`src/hdl/tlbpw_pkg.sv`:
```
// ----------------------------------------------------------------------------
// tlbpw_pkg
// Shared types and constants for the TLB with two-level page walk: item
// structs, controller/datapath command and status, and address constants.
// ----------------------------------------------------------------------------
package tlbpw_pkg;

    // Address layout
    localparam int ADDR_W  = 32;
    localparam int OFS_W   = 12;
    localparam int TAG_W   = ADDR_W - OFS_W;
    localparam int DIR_LSB = 22;

    localparam logic [ADDR_W-1:0] PAGE_MASK = 32'hffff_f000;

    // Victim LFSR (Galois, shifts right)
    localparam logic [15:0] LFSR_SEED = 16'hACE1;
    localparam logic [15:0] LFSR_TAPS = 16'hB400;
    localparam int          LFSR_W    = 16;
    localparam int          DIV_CNT_W = 1;

    // Configuration register indexes (word address bit)
    localparam logic CFG_IDX_PAGING = 1'b0;
    localparam logic CFG_IDX_DIR    = 1'b1;

    // Item kind codes
    localparam logic KIND_XLATE = 1'b0;
    localparam logic KIND_RDATA = 1'b1;
    localparam logic OUT_PHYS   = 1'b0;
    localparam logic OUT_READ   = 1'b1;

    typedef struct packed {
        logic              kind;
        logic [ADDR_W-1:0] lin_addr;
        logic [ADDR_W-1:0] read_data;
    } t_in_item;

    typedef struct packed {
        logic              out_kind;
        logic [ADDR_W-1:0] out_addr;
    } t_out_item;

    typedef enum logic [1:0] {
        PH_IDLE,
        PH_DIR,
        PH_TBL
    } t_walk_phase;

    typedef enum logic [2:0] {
        ST_IDLE,
        ST_DECODE,
        ST_CMP,
        ST_ENC,
        ST_HITCHK,
        ST_HITRD,
        ST_MOD,
        ST_EMIT
    } t_ctrl_state;

    typedef enum logic [2:0] {
        RES_PASS,
        RES_HIT,
        RES_DIR,
        RES_TBL,
        RES_FILL
    } t_res_sel;

    // Controller -> datapath
    typedef struct packed {
        logic     cap_item;
        logic     load_res;
        t_res_sel res_sel;
        logic     save_pend;
        logic     pick_inv;
        logic     lfsr_step;
        logic     mod_step;
        logic     fill;
        logic     out_load;
    } t_dp_cmd;

    // Datapath -> controller
    typedef struct packed {
        logic kind;
        logic hit;
        logic inv_found;
        logic mod_last;
        logic out_free;
    } t_dp_sts;

endpackage

```
`src/hdl/tlbpw_ffs.sv`:
```
// ----------------------------------------------------------------------------
// tlbpw_ffs
// Two-stage registered find-first-set over an N-bit vector. Stage one finds
// the lowest set bit inside each 16-bit group, stage two picks the lowest
// group. The result is registered at the end of each stage.
// ----------------------------------------------------------------------------
module tlbpw_ffs #(
    parameter int N = 64,
    localparam int IDX_W = $clog2(N)
) (
    input  logic             i_clk,
    input  logic [N-1:0]     i_vec,
    output logic             o_found,
    output logic [IDX_W-1:0] o_idx
);

    localparam int GRP = 16;
    localparam int LW  = $clog2(GRP);
    localparam int G   = (N + GRP - 1) / GRP;
    localparam int GW  = (G > 1) ? $clog2(G) : 1;

    logic [G*GRP-1:0] pad;
    logic [G-1:0]     grp_any;
    logic [G-1:0]     r_grp_any;
    logic [LW-1:0]    grp_idx [G];
    logic [LW-1:0]    r_grp_idx [G];
    logic [GW-1:0]    sel;
    logic [LW-1:0]    loc;
    logic [GW+LW-1:0] full;

    assign pad = (G*GRP)'(i_vec);

    // stage 1: lowest set bit in each group
    always_comb begin
        for (int g = 0; g < G; g++) begin
            grp_any[g] = |pad[g*GRP +: GRP];
            grp_idx[g] = '0;
            for (int b = GRP - 1; b >= 0; b--) begin
                if (pad[g*GRP + b]) begin
                    grp_idx[g] = LW'(b);
                end
            end
        end
    end

    always_ff @(posedge i_clk) begin
        r_grp_any <= grp_any;
        r_grp_idx <= grp_idx;
    end

    // stage 2: lowest group with a set bit
    always_comb begin
        sel = '0;
        loc = '0;
        for (int g = G - 1; g >= 0; g--) begin
            if (r_grp_any[g]) begin
                sel = GW'(g);
                loc = r_grp_idx[g];
            end
        end
        full = {sel, loc};
    end

    always_ff @(posedge i_clk) begin
        o_found <= |r_grp_any;
        o_idx   <= full[IDX_W-1:0];
    end

endmodule

```
`src/hdl/tlbpw_dp.sv`:
```
// ----------------------------------------------------------------------------
// tlbpw_dp
// Datapath: item register, tag CAM with valid bits, frame memory, hit and
// free-entry encoders, victim LFSR with modulo unit, walk address adders
// and the output register.
// ----------------------------------------------------------------------------
module tlbpw_dp import tlbpw_pkg::*; #(
    parameter int ENTRIES = 64,
    localparam int IDX_W = $clog2(ENTRIES)
) (
    input  logic        i_clk,
    input  logic        i_rst_n,
    input  t_dp_cmd     i_cmd,
    output t_dp_sts     o_sts,
    input  t_in_item    i_in_item,
    input  logic [TAG_W-1:0] i_dir_frame,
    input  logic        i_out_ready,
    output logic        o_out_valid,
    output t_out_item   o_out_item
);

    // remainder by ENTRIES through a rounded-up reciprocal, exact for 16 bits
    localparam int                MOD_SH    = LFSR_W + IDX_W;
    localparam logic [LFSR_W+1:0] MOD_RECIP = (LFSR_W+2)'(
        ((64'd1 << MOD_SH) + 64'(ENTRIES) - 64'd1) / 64'(ENTRIES));

    t_in_item           r_item;
    logic [ADDR_W-1:0]  r_pend;
    logic [TAG_W-1:0]   r_tag [ENTRIES];
    logic [ENTRIES-1:0] r_valid;
    logic [TAG_W-1:0]   r_frame_mem [ENTRIES];
    logic [TAG_W-1:0]   r_frame_rd;
    logic [ENTRIES-1:0] match;
    logic [ENTRIES-1:0] r_match;
    logic [ENTRIES-1:0] r_inv;
    logic               hit_found;
    logic [IDX_W-1:0]   hit_idx;
    logic               inv_found;
    logic [IDX_W-1:0]   inv_idx;
    logic [IDX_W-1:0]   r_victim;
    logic [LFSR_W-1:0]  r_lfsr;
    logic [LFSR_W-1:0]  n_lfsr;
    logic [LFSR_W-1:0]  r_div;
    logic [LFSR_W-1:0]  r_quot;
    logic [2*LFSR_W+1:0] mod_prod;
    logic [LFSR_W-1:0]  quot_mul;
    logic [IDX_W-1:0]   n_rem;
    logic [DIV_CNT_W-1:0] r_div_cnt;
    logic [ADDR_W-1:0]  res_addr;
    logic               res_kind;
    t_out_item          r_res;
    logic               r_out_valid;
    t_out_item          r_out;

    // item capture and saved walk address
    always_ff @(posedge i_clk) begin
        if (i_cmd.cap_item) begin
            r_item <= i_in_item;
        end
        if (!i_rst_n) begin
            r_pend <= '0;
        end else if (i_cmd.save_pend) begin
            r_pend <= r_item.lin_addr;
        end
    end

    // tag compare, one comparator per entry
    always_comb begin
        for (int i = 0; i < ENTRIES; i++) begin
            match[i] = r_valid[i] && (r_tag[i] == r_item.lin_addr[ADDR_W-1:OFS_W]);
        end
    end

    always_ff @(posedge i_clk) begin
        r_match <= match;
        r_inv   <= ~r_valid;
    end

    tlbpw_ffs #(.N(ENTRIES)) u_hit_enc (
        .i_clk   (i_clk),
        .i_vec   (r_match),
        .o_found (hit_found),
        .o_idx   (hit_idx)
    );

    tlbpw_ffs #(.N(ENTRIES)) u_inv_enc (
        .i_clk   (i_clk),
        .i_vec   (r_inv),
        .o_found (inv_found),
        .o_idx   (inv_idx)
    );

    // tags and valid bits
    always_ff @(posedge i_clk) begin
        if (i_cmd.fill) begin
            r_tag[r_victim] <= r_pend[ADDR_W-1:OFS_W];
        end
        if (!i_rst_n) begin
            r_valid <= '0;
        end else if (i_cmd.fill) begin
            r_valid[r_victim] <= 1'b1;
        end
    end

    // frame memory: one write port, one registered read port
    always_ff @(posedge i_clk) begin
        if (i_cmd.fill) begin
            r_frame_mem[r_victim] <= r_item.read_data[ADDR_W-1:OFS_W];
        end
        r_frame_rd <= r_frame_mem[hit_idx];
    end

    // LFSR step, then remainder: quotient, then subtract
    assign n_lfsr   = (r_lfsr >> 1) ^ (r_lfsr[0] ? LFSR_TAPS : '0);
    assign mod_prod = (2*LFSR_W+2)'(r_div) * (2*LFSR_W+2)'(MOD_RECIP);
    assign quot_mul = LFSR_W'(r_quot * LFSR_W'(ENTRIES));
    assign n_rem    = IDX_W'(r_div - quot_mul);

    always_ff @(posedge i_clk) begin
        if (!i_rst_n) begin
            r_lfsr    <= LFSR_SEED;
            r_victim  <= '0;
            r_div_cnt <= '0;
            r_div     <= '0;
            r_quot    <= '0;
        end else begin
            if (i_cmd.lfsr_step) begin
                r_lfsr    <= n_lfsr;
                r_div     <= n_lfsr;
                r_div_cnt <= '0;
            end else if (i_cmd.mod_step) begin
                if (r_div_cnt == '0) begin
                    r_quot <= LFSR_W'(mod_prod >> MOD_SH);
                end
                r_div_cnt <= r_div_cnt + 1'b1;
            end
            if (i_cmd.pick_inv) begin
                r_victim <= inv_idx;
            end else if (i_cmd.mod_step && (r_div_cnt != '0)) begin
                r_victim <= n_rem;
            end
        end
    end

    // result select
    always_comb begin
        case (i_cmd.res_sel)
            RES_PASS: begin
                res_kind = OUT_PHYS;
                res_addr = r_item.lin_addr;
            end
            RES_HIT: begin
                res_kind = OUT_PHYS;
                res_addr = {r_frame_rd, r_item.lin_addr[OFS_W-1:0]};
            end
            RES_DIR: begin
                res_kind = OUT_READ;
                res_addr = {i_dir_frame, {OFS_W{1'b0}}}
                         + ADDR_W'({r_item.lin_addr[ADDR_W-1:DIR_LSB], 2'b00});
            end
            RES_TBL: begin
                res_kind = OUT_READ;
                res_addr = (r_item.read_data & PAGE_MASK)
                         + ADDR_W'({r_pend[DIR_LSB-1:OFS_W], 2'b00});
            end
            RES_FILL: begin
                res_kind = OUT_PHYS;
                res_addr = {r_item.read_data[ADDR_W-1:OFS_W], r_pend[OFS_W-1:0]};
            end
            default: begin
                res_kind = OUT_PHYS;
                res_addr = '0;
            end
        endcase
    end

    always_ff @(posedge i_clk) begin
        if (i_cmd.load_res) begin
            r_res.out_kind <= res_kind;
            r_res.out_addr <= res_addr;
        end
    end

    // output register
    always_ff @(posedge i_clk) begin
        if (!i_rst_n) begin
            r_out_valid <= 1'b0;
        end else if (i_cmd.out_load) begin
            r_out_valid <= 1'b1;
        end else if (i_out_ready) begin
            r_out_valid <= 1'b0;
        end
        if (i_cmd.out_load) begin
            r_out <= r_res;
        end
    end

    assign o_out_valid = r_out_valid;
    assign o_out_item  = r_out;

    // status to the controller
    assign o_sts.kind      = r_item.kind;
    assign o_sts.hit       = hit_found;
    assign o_sts.inv_found = inv_found;
    assign o_sts.mod_last  = (r_div_cnt == {DIV_CNT_W{1'b1}});
    assign o_sts.out_free  = !r_out_valid || i_out_ready;

endmodule

```
`src/hdl/tlbpw_ctrl.sv`:
```
// ----------------------------------------------------------------------------
// tlbpw_ctrl
// Controller: sequences one item at a time through decode, CAM lookup,
// victim selection and result transfer; holds the page-walk phase.
// ----------------------------------------------------------------------------
module tlbpw_ctrl import tlbpw_pkg::*; (
    input  logic    i_clk,
    input  logic    i_rst_n,
    input  logic    i_in_valid,
    output logic    o_in_ready,
    input  logic    i_paging,
    input  t_dp_sts i_sts,
    output t_dp_cmd o_cmd
);

    t_ctrl_state r_state;
    t_ctrl_state n_state;
    t_walk_phase r_phase;
    t_walk_phase n_phase;

    always_ff @(posedge i_clk) begin
        if (!i_rst_n) begin
            r_state <= ST_IDLE;
            r_phase <= PH_IDLE;
        end else begin
            r_state <= n_state;
            r_phase <= n_phase;
        end
    end

    // next state and walk phase
    always_comb begin
        n_state = r_state;
        n_phase = r_phase;
        case (r_state)
            ST_IDLE: begin
                if (i_in_valid) begin
                    n_state = ST_DECODE;
                end
            end
            ST_DECODE: begin
                if (i_sts.kind == KIND_XLATE) begin
                    if (r_phase != PH_IDLE) begin
                        n_state = ST_IDLE;
                    end else if (!i_paging) begin
                        n_state = ST_EMIT;
                    end else begin
                        n_state = ST_CMP;
                    end
                end else begin
                    case (r_phase)
                        PH_DIR: begin
                            n_state = ST_EMIT;
                            n_phase = PH_TBL;
                        end
                        PH_TBL: begin
                            n_state = ST_EMIT;
                            n_phase = PH_IDLE;
                        end
                        default: begin
                            n_state = ST_IDLE;
                        end
                    endcase
                end
            end
            ST_CMP: begin
                n_state = ST_ENC;
            end
            ST_ENC: begin
                n_state = ST_HITCHK;
            end
            ST_HITCHK: begin
                if (i_sts.hit) begin
                    n_state = ST_HITRD;
                end else begin
                    n_phase = PH_DIR;
                    n_state = i_sts.inv_found ? ST_EMIT : ST_MOD;
                end
            end
            ST_HITRD: begin
                n_state = ST_EMIT;
            end
            ST_MOD: begin
                if (i_sts.mod_last) begin
                    n_state = ST_EMIT;
                end
            end
            ST_EMIT: begin
                if (i_sts.out_free) begin
                    n_state = ST_IDLE;
                end
            end
            default: begin
                n_state = ST_IDLE;
            end
        endcase
    end

    // commands
    always_comb begin
        o_in_ready = 1'b0;
        o_cmd      = '0;
        o_cmd.res_sel = RES_PASS;
        case (r_state)
            ST_IDLE: begin
                o_in_ready     = 1'b1;
                o_cmd.cap_item = i_in_valid;
            end
            ST_DECODE: begin
                if (i_sts.kind == KIND_XLATE) begin
                    if (r_phase == PH_IDLE && !i_paging) begin
                        o_cmd.load_res = 1'b1;
                        o_cmd.res_sel  = RES_PASS;
                    end
                end else if (r_phase == PH_DIR) begin
                    o_cmd.load_res = 1'b1;
                    o_cmd.res_sel  = RES_TBL;
                end else if (r_phase == PH_TBL) begin
                    o_cmd.load_res = 1'b1;
                    o_cmd.res_sel  = RES_FILL;
                    o_cmd.fill     = 1'b1;
                end
            end
            ST_HITCHK: begin
                if (!i_sts.hit) begin
                    o_cmd.save_pend = 1'b1;
                    o_cmd.load_res  = 1'b1;
                    o_cmd.res_sel   = RES_DIR;
                    o_cmd.pick_inv  = i_sts.inv_found;
                    o_cmd.lfsr_step = !i_sts.inv_found;
                end
            end
            ST_HITRD: begin
                o_cmd.load_res = 1'b1;
                o_cmd.res_sel  = RES_HIT;
            end
            ST_MOD: begin
                o_cmd.mod_step = 1'b1;
            end
            ST_EMIT: begin
                o_cmd.out_load = i_sts.out_free;
            end
            default: begin
                o_in_ready = 1'b0;
            end
        endcase
    end

endmodule

```
`src/hdl/tlb_with_page_walk.sv`:
```
// ----------------------------------------------------------------------------
// tlb_with_page_walk
// Fully associative TLB for 32-bit linear addresses with a two-level page
// walk through memory read requests; APB registers for paging and the
// page directory frame.
//
//   channel  direction  signals                               payload
//   in       input      i_in_valid / o_in_ready               t_in_item
//   out      output     o_out_valid / i_out_ready             t_out_item
//   cfg      apb slave  psel penable pwrite paddr pwdata ...  32-bit data
//
// One item is in flight at a time, sequenced by the controller. Stray
// items return to ready after decode; walk read data and paging-off
// passthrough go to transfer; a lookup adds CAM compare, the two-stage
// encoder, then a frame memory read on a hit or, if every entry is valid,
// the LFSR modulo unit on a miss. Synchronous reset clears valid bits and
// the walk; a stalled output holds the controller in its transfer state.
// ----------------------------------------------------------------------------
module tlb_with_page_walk import tlbpw_pkg::*; #(
    parameter int ENTRIES = 64
) (
    input  logic        i_clk,
    input  logic        i_rst_n,
    input  logic        i_in_valid,
    output logic        o_in_ready,
    input  t_in_item    i_in_item,
    output logic        o_out_valid,
    input  logic        i_out_ready,
    output t_out_item   o_out_item,
    input  logic        psel,
    input  logic        penable,
    input  logic        pwrite,
    input  logic [2:0]  paddr,
    input  logic [31:0] pwdata,
    output logic [31:0] prdata,
    output logic        pready
);

    logic             r_paging;
    logic [TAG_W-1:0] r_dir_frame;
    logic             cfg_wr;
    t_dp_cmd          cmd;
    t_dp_sts          sts;

    // configuration registers
    assign pready = 1'b1;
    assign cfg_wr = psel && penable && pwrite && pready;

    always_ff @(posedge i_clk) begin
        if (!i_rst_n) begin
            r_paging    <= 1'b0;
            r_dir_frame <= '0;
        end else if (cfg_wr) begin
            if (paddr[2] == CFG_IDX_PAGING) begin
                r_paging <= pwdata[0];
            end else begin
                r_dir_frame <= pwdata[TAG_W-1:0];
            end
        end
    end

    assign prdata = (paddr[2] == CFG_IDX_DIR) ? 32'(r_dir_frame) : 32'(r_paging);

    tlbpw_ctrl u_ctrl (
        .i_clk      (i_clk),
        .i_rst_n    (i_rst_n),
        .i_in_valid (i_in_valid),
        .o_in_ready (o_in_ready),
        .i_paging   (r_paging),
        .i_sts      (sts),
        .o_cmd      (cmd)
    );

    tlbpw_dp #(.ENTRIES(ENTRIES)) u_dp (
        .i_clk       (i_clk),
        .i_rst_n     (i_rst_n),
        .i_cmd       (cmd),
        .o_sts       (sts),
        .i_in_item   (i_in_item),
        .i_dir_frame (r_dir_frame),
        .i_out_ready (i_out_ready),
        .o_out_valid (o_out_valid),
        .o_out_item  (o_out_item)
    );

endmodule
```
`config.mk`:
```
export PLATFORM = sky130hd
export DESIGN_NAME = tlb_with_page_walk
export DESIGN_NICKNAME = d
export VERILOG_FILES = /design/src/hdl/tlbpw_pkg.sv /design/src/hdl/tlbpw_ffs.sv /design/src/hdl/tlbpw_dp.sv /design/src/hdl/tlbpw_ctrl.sv /design/src/hdl/tlb_with_page_walk.sv
export SDC_FILE = /design/constraint.sdc
export NUM_CORES = 2
export LEC_CHECK = 0
export ABC_CLOCK_PERIOD_IN_PS = 3410
export BUFFER_PORTS_ARGS = -buffer_cell sky130_fd_sc_hd__buf_2
export CAP_MARGIN = 20
export CORE_ASPECT_RATIO = 0.9
export CORE_MARGIN = 2
export CORE_UTILIZATION = 55
export CTS_CLUSTER_DIAMETER = 30
export DETAILED_ROUTE_END_ITERATION = 8
export PLACE_DENSITY = 0.81
export SLEW_MARGIN = 20
export SYNTH_ARGS = -nofsm -noshare
export SYNTH_HDL_FRONTEND = slang
export SYNTH_SLANG_ARGS = --single-unit
```
`constraint.sdc`:
```
create_clock -name i_clk -period 3.41 [get_ports i_clk]
set_input_delay 1.023 -clock i_clk [delete_from_list [all_inputs] [get_ports i_clk]]
set_output_delay 1.023 -clock i_clk [all_outputs]
set_load 0.02 [all_outputs]
```
==> flow_summary_export.csv <==
group,metric,value,unit
synth,ys_types,68,
job,maxCapViolCount,0,
status,violations,"DRC, setup timing",
power,p_total,93.3,mW
setup_path,crit_buf_inv,1,
grt,antenna_found_initial,14,
power,power_density,664,mW/mm^2
sta,tightest_slew,1.23,ns
die,die_w,492,um
setup_path,max_stage_delay,0.64,ns
clock_network,cts_setup_buffers,0,
die,die_area,0.218,sq mm
synth,async_flop_share,0,%
synth,yosys.area.top_type,"edfxtp_1",
clock_network,cts.sinks,3029,
synth,yosysWarnings,0,
sta,period_needed,3.45,ns
grt,grt_max_degree,97,
placed_design,io_buffers,135,
die,die-height,443,um
power,ir_drop,0.586,mV
clock_network,cts_max_level,5,
placed_design,dp_slack,0.328,ns
setup_path,crit_fanout,20,
final_layout,nets,7537,
setup_path,r2r_cells,6,
synth,synthTopCellsByArea,"edfxtp_1, xor2_1, dfxtp_1",
setup_path,crit_path_end_kind,"flop",
status,status,"finished with violations",
die,start_util,55.2,%
sta,fin_ws,-0.0377,ns
synth,yosysTopAreaCellShare,68.4,%
setup_path,setup.worst_path.start_class,"flop",
setup_path,critPathCapture,"u_dp.r_frame_mem[0][2]",
route,drtIter0Drc,12700,
synth,synth_area,0.118,sq mm
final_layout,syn_to_final_growth,19.3,%
route,drt-vias-per-instance,6.63,
setup_path,r2r_end,"u_dp.r_frame_mem[0][2]",
die,io_pins,175,
final_layout,final_common_cell,"edfxtp_1",
grt,grt_pass1_wl,506000,um
setup_path,critPathSlowestCell,"nand2_1",
clock_network,clk_pin_slew,0.06,ns
sta,hold_viol_final,0,
route,antenna_left,0,
route,vias,70800,
grt,grtUsageTotal,32.6,%
setup_path,cp.depth,6,
setup_path,crit_chain,"and4bb_1 -> nand2_1 -> nor2_1 -> nand2_1 -> nor2_4 -> buf_4",
placed_design,dp_hpwl,195000,um
die,core-area,0.213,sq mm
hold_path,hold_class,"in -> reg",
setup_path,critPathLaunch,"u_ctrl.r_state[1]",
final_layout,mostFrequentLayoutCells,"edfxtp_1, xor2_1, clkbuf_16, dfxtp_1, nor4_1",
route,drc_errors,16,
synth,synth_cells,6805,
placed_design,gp_congestion,0.934,
sta,setup-violations-final,44,
sta,rsz0062_at_grt,"true",
synth,synth-edff-count,2679,
final_layout,stdcell_area,0.140,sq mm
setup_path,worst_path_most_repeated_cell,"nand2_1",
clock_network,cts_tree,"yes",
sta,slew_headroom,18.2,%
sta,max_freq,0.290,GHz
synth,synth_ff_type,"edfxtp_1",
route,wl_per_cell,33.8,um
synth,ys_seq_elements,3029,
synth,postSynthAreaPerCell,17.3,sq um
synth,ys_seq_area_share,74.3,%
setup_path,reg2reg_from,"u_ctrl.r_state[1]",
clock_network,clock_latency,1.02,ns
final_layout,layout-drive-gt1-share,20.8,%
sta,clock_skew,0.0911,ns
clock_network,cts_inserted_buffers,472,
setup_path,arrival,4.03,ns
power,power.leakage,46.6,nW
route,drtPass1Iterations,9,
grt,grt_pass1_vias,71200,
setup_path,cp_top_family,"simple AND/OR/NAND/NOR gates",
setup_path,crit_required,3.99,ns
sta,post-route-period-util,101,%
die,num_rows,161,
setup_path,path_class,"reg -> reg",
placed_design,dpl-instance-area,0.125,sq mm
setup_path,ff2ff_setup_slack,-0.04,ns
sta,slew_viol_final,0,
grt,grt_overflow_total,0,
route,wl,361000,um
clock_network,root_buffer,"clkbuf_16",
clock_network,cts_max_path_buffers,4,
-- per-layer routing --
metal  wire length, um  GRT usage [%]  vias up
met5                53              0        -
li1                  -              -    27300
met4             26600           20.5        8
met1            120000           41.8    35300
met2            161000           49.2     6708
met3             52500           9.35     1482
-- power by group --
part,internal (mW),switching [mW]
Clock,30.0,17.7
Sequential,40.8,0.459
Combinational,1.30,3.08
-- synth_stat cells, types with 68 or more instances --
master    instances
xnor2_1         256
a22oi_1          87
mux4_2          256
nor3_1          105
buf_2           110
clkbuf_1        124
dfxtp_1         350
mux2i_1         145
xor2_1         1027
nand4_1         146
inv_1           107
nor4_1          273
nor2_1          206
edfxtp_1       2679
nand2_1         248
a21oi_1          68
-- metrics by stage --
step / TNS, ns / std cells / util (%) / hold slack, ns
3_5_place_dp: 0 / 9801 / 58.4 / 0.381
3_3_place_gp: 0 / 9801 / 58.4 / 0.380
5_1_grt: -1.26 / 10700 / 65.8 / 0.166
6_report: -0.401 / 10700 / 65.8 / 0.189
2_1_floorplan: -83.12 / 6816 / - / 0.364
4_1_cts: 0 / 10700 / 65.8 / 0.150
-- final cells by class --
cell class | instances | area (sq um)
sequential | 3029 | 87500
fill | 12700 | 72900
multi-input combinational | 3338 | 28700
clock buffer | 543 | 12400
timing repair buffer | 478 | 4350
tap | 2852 | 3570
clock inverter | 325 | 3430
inverter | 107 | 402
antenna | 9 | 22.5
-- sequential cells by signal, summed over array words and instances (netlist names), 3 cells and up --
name	flops
r_dir_frame	20
u_ctrl.r_state	3
u_dp.o_out_item	33
u_dp.r_div	6
u_dp.r_frame_mem	1280
u_dp.r_frame_rd	20
u_dp.r_inv	64
u_dp.r_item	52
u_dp.r_lfsr	12
u_dp.r_match	64
u_dp.r_pend	32
u_dp.r_res	33
u_dp.r_tag	1280
u_dp.r_valid	64
u_dp.r_victim	6
u_dp.u_hit_enc.o_idx	6
u_dp.u_hit_enc.r_grp_any	4
u_dp.u_hit_enc.r_grp_idx	16
u_dp.u_inv_enc.o_idx	6
u_dp.u_inv_enc.r_grp_any	4
u_dp.u_inv_enc.r_grp_idx	16
-- how the worst min path moves through the flow --
| stage | startpoint | to | cells after the start |
|---|---|---|---|
| 6_report | i_in_item[19] | u_dp.r_item[19] | 1 |
| 5_1_grt | i_in_item[19] | u_dp.r_item[19] | 1 |
| 4_1_cts | i_in_item[19] | u_dp.r_item[19] | 1 |
| 3_5_place_dp | u_dp.r_valid[27] | u_dp.r_inv[27] | 1 |
| 3_3_place_gp | u_dp.r_valid[32] | u_dp.r_inv[32] | 1 |
| 2_1_floorplan | u_dp.r_valid[12] | u_dp.r_inv[12] | 1 |
-- cells by family after synthesis --
family	after synthesis	synth area share (%)
other	2	0.00638
flip-flops	3029	74.3
AO/OA/AOI/OAI	521	3.22
XOR/XNOR	1283	9.55
buffers and inverters	449	1.78
adder cells (fa/ha/maj)	4	0.0425
AND/OR/NAND/NOR	1111	4.86
multiplexers	406	6.23
-- repair_timing --
| item | in CTS | in global routing |
|---|---|---|
| gates resized for setup | 0 | 1 |
| hold buffers | 0 | 0 |
| setup endpoints to repair | 0 | 77 |
Power figures use the tool's default switching activity.
